===== src/rtl/ced_pkg.sv =====
// ----------------------------------------------------------------------------
// ced_pkg: shared types and constants of the cascaded exponential damper
// command codes, controller states, datapath command/status structs
// ----------------------------------------------------------------------------
package ced_pkg;

   localparam int STAGES_DEF     = 5;
   localparam int VALUE_BITS_DEF = 32;
   localparam int RATIO_FRAC     = 12;
   localparam logic [30:0] SETTLE_FLOOR = 31'd66;

   typedef enum logic [1:0] {
      OP_TICK       = 2'd0,
      OP_SET_TARGET = 2'd1,
      OP_SET_VALUE  = 2'd2,
      OP_NONE       = 2'd3
   } opcode_type;

   typedef enum logic [2:0] {
      REG_ORDER   = 3'd0,
      REG_TAU     = 3'd1,
      REG_TOL     = 3'd2,
      REG_START_X = 3'd3,
      REG_START_Y = 3'd4,
      REG_START_Z = 3'd5
   } reg_index_type;

   typedef enum logic [3:0] {
      ST_IDLE,
      ST_DIV,
      ST_EXP,
      ST_BLEND_MUL,
      ST_BLEND_ADD,
      ST_CHECK_SUB,
      ST_CHECK_MUL,
      ST_CHECK_CMP,
      ST_FINISH,
      ST_OUT
   } state_type;

   // controller to datapath
   typedef struct packed {
      logic load_item;     // capture input word
      logic set_target;
      logic overwrite;     // load position into every stage and output
      logic mark_time;     // record the time of each active tick
      logic div_start;
      logic div_step;
      logic exp_step;
      logic blend_mul;
      logic blend_add;
      logic check_sub;
      logic check_mul;
      logic snap;
      logic copy_out;
      logic stage_next;
      logic set_active;
      logic clr_active;
      logic set_event;
   } cmd_type;

   // datapath to controller
   typedef struct packed {
      logic op_tick;
      logic op_set_target;
      logic op_overwrite;
      logic target_diff;
      logic active;
      logic time_seen;
      logic tau_zero;
      logic div_last;
      logic exp_last;
      logic stage_last;
      logic link_short;
      logic check_last;
   } status_type;

   function automatic logic [15:0] exp_tab(input logic [3:0] k);
      logic [15:0] v;
      case (k)
         4'd0:  v = 16'd65520;
         4'd1:  v = 16'd65504;
         4'd2:  v = 16'd65472;
         4'd3:  v = 16'd65408;
         4'd4:  v = 16'd65280;
         4'd5:  v = 16'd65026;
         4'd6:  v = 16'd64520;
         4'd7:  v = 16'd63520;
         4'd8:  v = 16'd61565;
         4'd9:  v = 16'd57835;
         4'd10: v = 16'd51039;
         4'd11: v = 16'd39750;
         4'd12: v = 16'd24109;
         4'd13: v = 16'd8869;
         4'd14: v = 16'd1200;
         default: v = 16'd22;
      endcase
      return v;
   endfunction

endpackage


===== src/rtl/ced_ctrl.sv =====
// ----------------------------------------------------------------------------
// ced_ctrl: sequencer for one word
// steps divider, alpha product, per-stage blend and settle check
// ----------------------------------------------------------------------------
module ced_ctrl (
   input  logic                clock,
   input  logic                reset,
   input  logic                req_valid,
   output logic                req_ready,
   output logic                rsp_valid,
   input  logic                rsp_ready,
   output ced_pkg::cmd_type    cmd,
   input  ced_pkg::status_type sts
);

   ced_pkg::state_type state_ff, state_in;

   always_ff @(posedge clock) begin
      if (reset) state_ff <= ced_pkg::ST_IDLE;
      else       state_ff <= state_in;
   end

   always_comb begin
      state_in  = state_ff;
      cmd       = '0;
      req_ready = 1'b0;
      rsp_valid = 1'b0;
      case (state_ff)
         ced_pkg::ST_IDLE: begin
            req_ready = 1'b1;
            if (req_valid) begin
               cmd.load_item = 1'b1;
               state_in = ced_pkg::ST_FINISH;
            end
         end
         ced_pkg::ST_FINISH: begin
            // decode captured word
            state_in = ced_pkg::ST_OUT;
            if (sts.op_set_target) begin
               cmd.set_target = 1'b1;
               if (sts.target_diff) cmd.set_active = 1'b1;
            end else if (sts.op_overwrite) begin
               cmd.overwrite  = 1'b1;
               cmd.set_active = 1'b1;
               cmd.set_event  = 1'b1;
            end else if (sts.op_tick && sts.active) begin
               if (!sts.time_seen) begin
                  cmd.mark_time = 1'b1;
               end else begin
                  cmd.mark_time = 1'b1;
                  cmd.set_event = 1'b1;
                  cmd.div_start = 1'b1;
                  state_in = sts.tau_zero ? ced_pkg::ST_BLEND_MUL : ced_pkg::ST_DIV;
               end
            end
         end
         ced_pkg::ST_DIV: begin
            cmd.div_step = 1'b1;
            if (sts.div_last) state_in = ced_pkg::ST_EXP;
         end
         ced_pkg::ST_EXP: begin
            cmd.exp_step = 1'b1;
            if (sts.exp_last) state_in = ced_pkg::ST_BLEND_MUL;
         end
         ced_pkg::ST_BLEND_MUL: begin
            cmd.blend_mul = 1'b1;
            state_in = ced_pkg::ST_BLEND_ADD;
         end
         ced_pkg::ST_BLEND_ADD: begin
            cmd.blend_add  = 1'b1;
            cmd.stage_next = 1'b1;
            state_in = sts.stage_last ? ced_pkg::ST_CHECK_SUB : ced_pkg::ST_BLEND_MUL;
         end
         ced_pkg::ST_CHECK_SUB: begin
            cmd.check_sub = 1'b1;
            state_in = ced_pkg::ST_CHECK_MUL;
         end
         ced_pkg::ST_CHECK_MUL: begin
            cmd.check_mul = 1'b1;
            state_in = ced_pkg::ST_CHECK_CMP;
         end
         ced_pkg::ST_CHECK_CMP: begin
            cmd.stage_next = 1'b1;
            if (!sts.link_short) begin
               cmd.copy_out = 1'b1;
               state_in = ced_pkg::ST_OUT;
            end else if (sts.check_last) begin
               cmd.snap       = 1'b1;
               cmd.clr_active = 1'b1;
               state_in = ced_pkg::ST_OUT;
            end else begin
               state_in = ced_pkg::ST_CHECK_SUB;
            end
         end
         ced_pkg::ST_OUT: begin
            rsp_valid = 1'b1;
            if (rsp_ready) state_in = ced_pkg::ST_IDLE;
         end
         default: state_in = ced_pkg::ST_IDLE;
      endcase
   end

   a_out_no_ready: assert property (@(posedge clock) disable iff (reset)
      rsp_valid |-> !req_ready) else $error("ready while result pending");
   a_snap_excl: assert property (@(posedge clock) disable iff (reset)
      !(cmd.snap && cmd.copy_out)) else $error("snap and copy together");
   a_div_to_exp: assert property (@(posedge clock) disable iff (reset)
      (state_ff == ced_pkg::ST_DIV && sts.div_last) |=> state_ff == ced_pkg::ST_EXP)
      else $error("divider exit");

endmodule


===== config.mk =====
export PLATFORM = sky130hd
export DESIGN_NAME = ced_ctrl
export DESIGN_NICKNAME = d
export VERILOG_FILES = /design/src/rtl/ced_pkg.sv /design/src/rtl/ced_ctrl.sv
export SDC_FILE = /design/constraint.sdc
export NUM_CORES = 1
export LEC_CHECK = 0
export BUFFER_PORTS_ARGS = -buffer_cell sky130_fd_sc_hd__buf_2
export CELL_PAD_IN_SITES_DETAIL_PLACEMENT = 0
export CELL_PAD_IN_SITES_GLOBAL_PLACEMENT = 1
export CORE_UTILIZATION = 23
export CTS_CLUSTER_DIAMETER = 80
export CTS_CLUSTER_SIZE = 10
export DETAILED_ROUTE_END_ITERATION = 12
export GPL_TIMING_DRIVEN = 0
export PLACE_DENSITY_LB_ADDON = 0.1
export SLEW_MARGIN = 20
export SYNTH_ARGS = -nofsm -noshare
export SYNTH_HDL_FRONTEND = slang
export SYNTH_SLANG_ARGS = --single-unit

===== constraint.sdc =====
create_clock -name clock -period 3.74 [get_ports clock]
set_input_delay 0.748 -clock clock [delete_from_list [all_inputs] [get_ports clock]]
set_output_delay 0.748 -clock clock [all_outputs]
set_load 0.03 [all_outputs]

---- After elaboration in Yosys (flattened, before gate mapping) ----
Cells that the tools add are included.
word-level totals
  flip-flop bits (word level) ............. 4
  bits of input ports ..................... 16
  output and inout bits ................... 19
  word-level logic and storage cells ...... 61
cells by class
  equality and inequality tests ........... 13
  muxes and demuxes ....................... 43
  reductions and logical operators ........ 4
operator list
  operator                                              count
  2-to-1 mux 4 bit                                      11
  one-hot mux 4 bit (10 select lines)                   1
  2-to-1 mux 1 bit                                      25
  equality test 4 x 3 -> 1 bit (second input constant)  4
  equality test 4 x 2 -> 1 bit (second input constant)  2
  equality test 4 bit (second input constant)           2
  2-to-1 mux 2 bit                                      4
  != test 2 bit (second input constant)                 4
  2-to-1 mux 3 bit                                      2
  equality test 4 x 1 -> 1 bit (second input constant)  1
  zero test 4 bit                                       1
  AND reduction 4 bit                                   1
  OR reduction 2 bit                                    1
  logical AND 1 bit                                     1

---- Longest topological paths before layout ----
  depth after elaboration ................. 6
  gate-level depth with buffers ........... 5
  depth with buffers taken out ............ 4

---- Worst setup path after synthesis ----
Ideal clock, no wire load.
  kind .................................... register to output
  from .................................... register state_ff[0]
  to ...................................... output port cmd[12] (netlist bit)
  arrival ................................. 2129 ps
  data required time ...................... 2992 ps
  setup slack ............................. 863 ps
  cell stages (with the launch flop) ...... 6
  path buffers ............................ 2
  path through ............................ dfxtp_1 or2_1 buf_6 or2_2 clkbuf_1 nor4_1
RTL lines
  element                 line            source
  start, declared         ced_ctrl.sv:16  ced_pkg::state_type state_ff, state_in;
  start signal, assigned  ced_ctrl.sv:19  if (reset) state_ff <= ced_pkg::ST_IDLE;
  start signal, assigned  ced_ctrl.sv:20  else state_ff <= state_in;
  end, declared           ced_ctrl.sv:12  output ced_pkg::cmd_type cmd,

==> flow_metrics.py <==
metrics = {
    "floorplan": {
        "dieArea_um2": 2240,
        "core_um2": 1940,
        "die_w_um": 47.3,
        "ios": 35,
        "dieHeight_um": 47.3,
        "start_util": 0.244,
        "rows": 16,
    },
    "yosys": {
        "synth_area_leader_cell": "dfxtp_1",
        "syn_nets": 89,
        "syn_avg_cell_area_um2": 6.48,
        "syn_inst": 73,
        "synthTopCellsByArea": "dfxtp_1 17%, nor2_1 10%, nor3_1 8.5%, nor4_1 6.6%, nand2_1 5.6%",
        "yosysWarnings": 0,
        "synth_adder_area_share": 0,
        "synth_xor_area_frac": 0,
        "synth_mux_area_frac": 0.0212,
        "synth_edf_count": 0,
        "synth-compound-area-share": 0.188,
        "postSynth.asyncResetShare": 0,
        "synth.ff_latch_count": 4,
        "synth_top_area_share": 0.169,
        "ys_types": 31,
        "syn-cell-area_um2": 473,
        "ys_seq_area_frac": 0.169,
        "synth-simple-area-share": 0.526,
        "synth_ff_type": "dfxtp_1",
        "synth_top_family_by_area": "simple AND/OR/NAND/NOR gates",
    },
    "detailed_routing": {
        "vias": 651,
        "wl_per_cell_um": 10.6,
        "ant_nets": 0,
        "drtIter0Drc": 12,
        "dr.pass1.iters": 4,
        "via_per_inst": 4.79,
        "drc_errors": 0,
        "totalWireLength_mm": 1.44,
    },
    "timing": {
        "period_share": 0.725,
        "finalSetupViolCount": 0,
        "hold_viol": 0,
        "skew_ns": 0.000535,
        "fin_crit_ns": 2.71,
        "rsz0062_at_grt": "no",
        "fmax_mhz": 369,
        "final.setup.tns_ns": 0,
        "worst_pin_slew_ns": 0.385,
        "fin_hold_ws_ns": 0.714,
        "drv_slew": 0,
        "relSlewSlack": 0.740,
    },
    "flow_run": {
        "drv_cap": 0,
    },
    "cts": {
        "htreeDepth": 1,
        "clk_pin_slew_ns": 0.04,
        "ctsLongestPathBuffers": 2,
        "cts_hold_buf": 0,
        "post_cts_buffers": 0,
        "root_buffer": "clkbuf_4",
        "cts_tree": "yes",
        "clock_sinks": 4,
        "clock_latency_ns": 0.23,
        "cts_buffers": 3,
        "cts-resized-gates": 0,
    },
    "critical_path": {
        "crit_path_start": "state_ff[3]$_SDFFE_PP0P_",
        "startpoint_type": "flip-flop",
        "reg2reg_from": "state_ff[0]$_SDFFE_PP0P_",
        "worstSetupPathType": "flip-flop to primary output",
        "cp_max_fo": 9,
        "worstPathArrival_ns": 1.96,
        "end_kind": "primary output",
        "cp.required_ns": 2.99,
    },
    "global_route": {
        "grt_start_max_net_pins": 11,
        "overflow": 0,
        "antenna_found_initial": 0,
        "grt_pass1_vias": 500,
        "grt_use_total": 0.141,
        "grt_first_pass_wirelength_mm": 2.24,
    },
    "cells_and_area": {
        "largest_register_ffs": 4,
        "antenna_cells": 0,
        "layout_common_cells": "33 x buf_2, 13 x nor2_1, 8 x nor3_1, 7 x nand2_1, 5 x nor4_1",
        "syn2layout_area_growth_pct": 46.8,
        "largestRegisters": "state_ff (4)",
        "drive_gt1_frac": 0.385,
        "final_nets": 127,
        "top_register": "state_ff",
        "final_common_cell": "buf_2",
    },
    "placed_design": {
        "port_buffers": 33,
        "gp_congestion": 0.772,
    },
    "power_and_ir_drop": {
        "power_density_nw_per_um2": 568,
        "ir_drop_v": 0.000292,
        "leakagePower_nw": 0.336,
    },
    "status": {
        "status": "finished clean",
    },
    "min_path": {
        "hold_path.class": "flip-flop to flip-flop",
        "holdCritStartpoint": "state_ff[1]$_SDFFE_PP0P_",
    },
}
kinds of logic (layout without fill, tap and decap cells):
| logic type | Yosys count | after routing |
|---|---|---|
| AND/OR/NAND/NOR | 48 | 48 |
| multiplexers | 1 | 1 |
| AO/OA/AOI/OAI | 11 | 11 |
| buffers and inverters | 9 | 45 |
| flip-flops | 4 | 4 |
worst max-delay path, stage by stage (launching register included):
cell and delay [ns]:
dfxtp_1 0.30, clkbuf_1 0.32, nand2b_1 0.15, or2_2 0.29, clkbuf_1 0.16, nor4_1 0.27
buf_2 0.24
cell usage after synthesis (2+ instances only):
library cell,instances
a22oi_1,2
and2_1,2
clkbuf_1,4
dfxtp_1,4
inv_1,3
nand2_1,7
nand2b_1,3
nand3_1,2
nor2_1,13
nor3_1,8
nor4_1,5
where the power goes:
group	internal, mW	switching [mW]
Clock	0.0359	0.0171
Combinational	0.0972	0.175
Sequential	0.0553	0.0139
Total	0.188	0.206
layout make-up:
type	count	area, um^2
fill	233	1250
tap	27	33.8
timing repair buffer	33	165
sequential	4	80.1
clock buffer	3	22.5
multi-input combinational	60	348
buffer	6	33.8
inverter	3	11.3
metrics by stage:
step / cell area [um^2] / power, mW / util / setup WS (ns) / instances
finish: 694 / 0.395 / 0.358 / 1.03 / 136
floorplan: 473 / 0.273 / - / 0.863 / 73
detailed placement: 672 / 0.343 / 0.346 / 1.27 / 133
global placement: 672 / 0.347 / 0.346 / 1.26 / 133
CTS: 694 / 0.400 / 0.358 / 0.999 / 136
global route: 694 / 0.429 / 0.358 / 0.842 / 136
routing by layer:
| metal | routed length [um] | part of all wire | global-route usage |
|---|---|---|---|
| met5 | 0 | 0 | 0 |
| met4 | 0 | 0 | 0.0514 |
| met3 | 89 | 0.062 | 0.0231 |
| met2 | 642 | 0.44 | 0.181 |
| met1 | 711 | 0.49 | 0.226 |
final timing paths:
kind / end / slack (ns) / depth (start not counted)
min reg2reg: state_ff[0]$_SDFFE_PP0P_ / 0.71 / 3
max reg2reg: state_ff[3]$_SDFFE_PP0P_ / 1.92 / 5
min: state_ff[0]$_SDFFE_PP0P_ / 0.71 / 3
max: cmd[12] / 1.03 / 6
(Power assumes the default switching activity.)
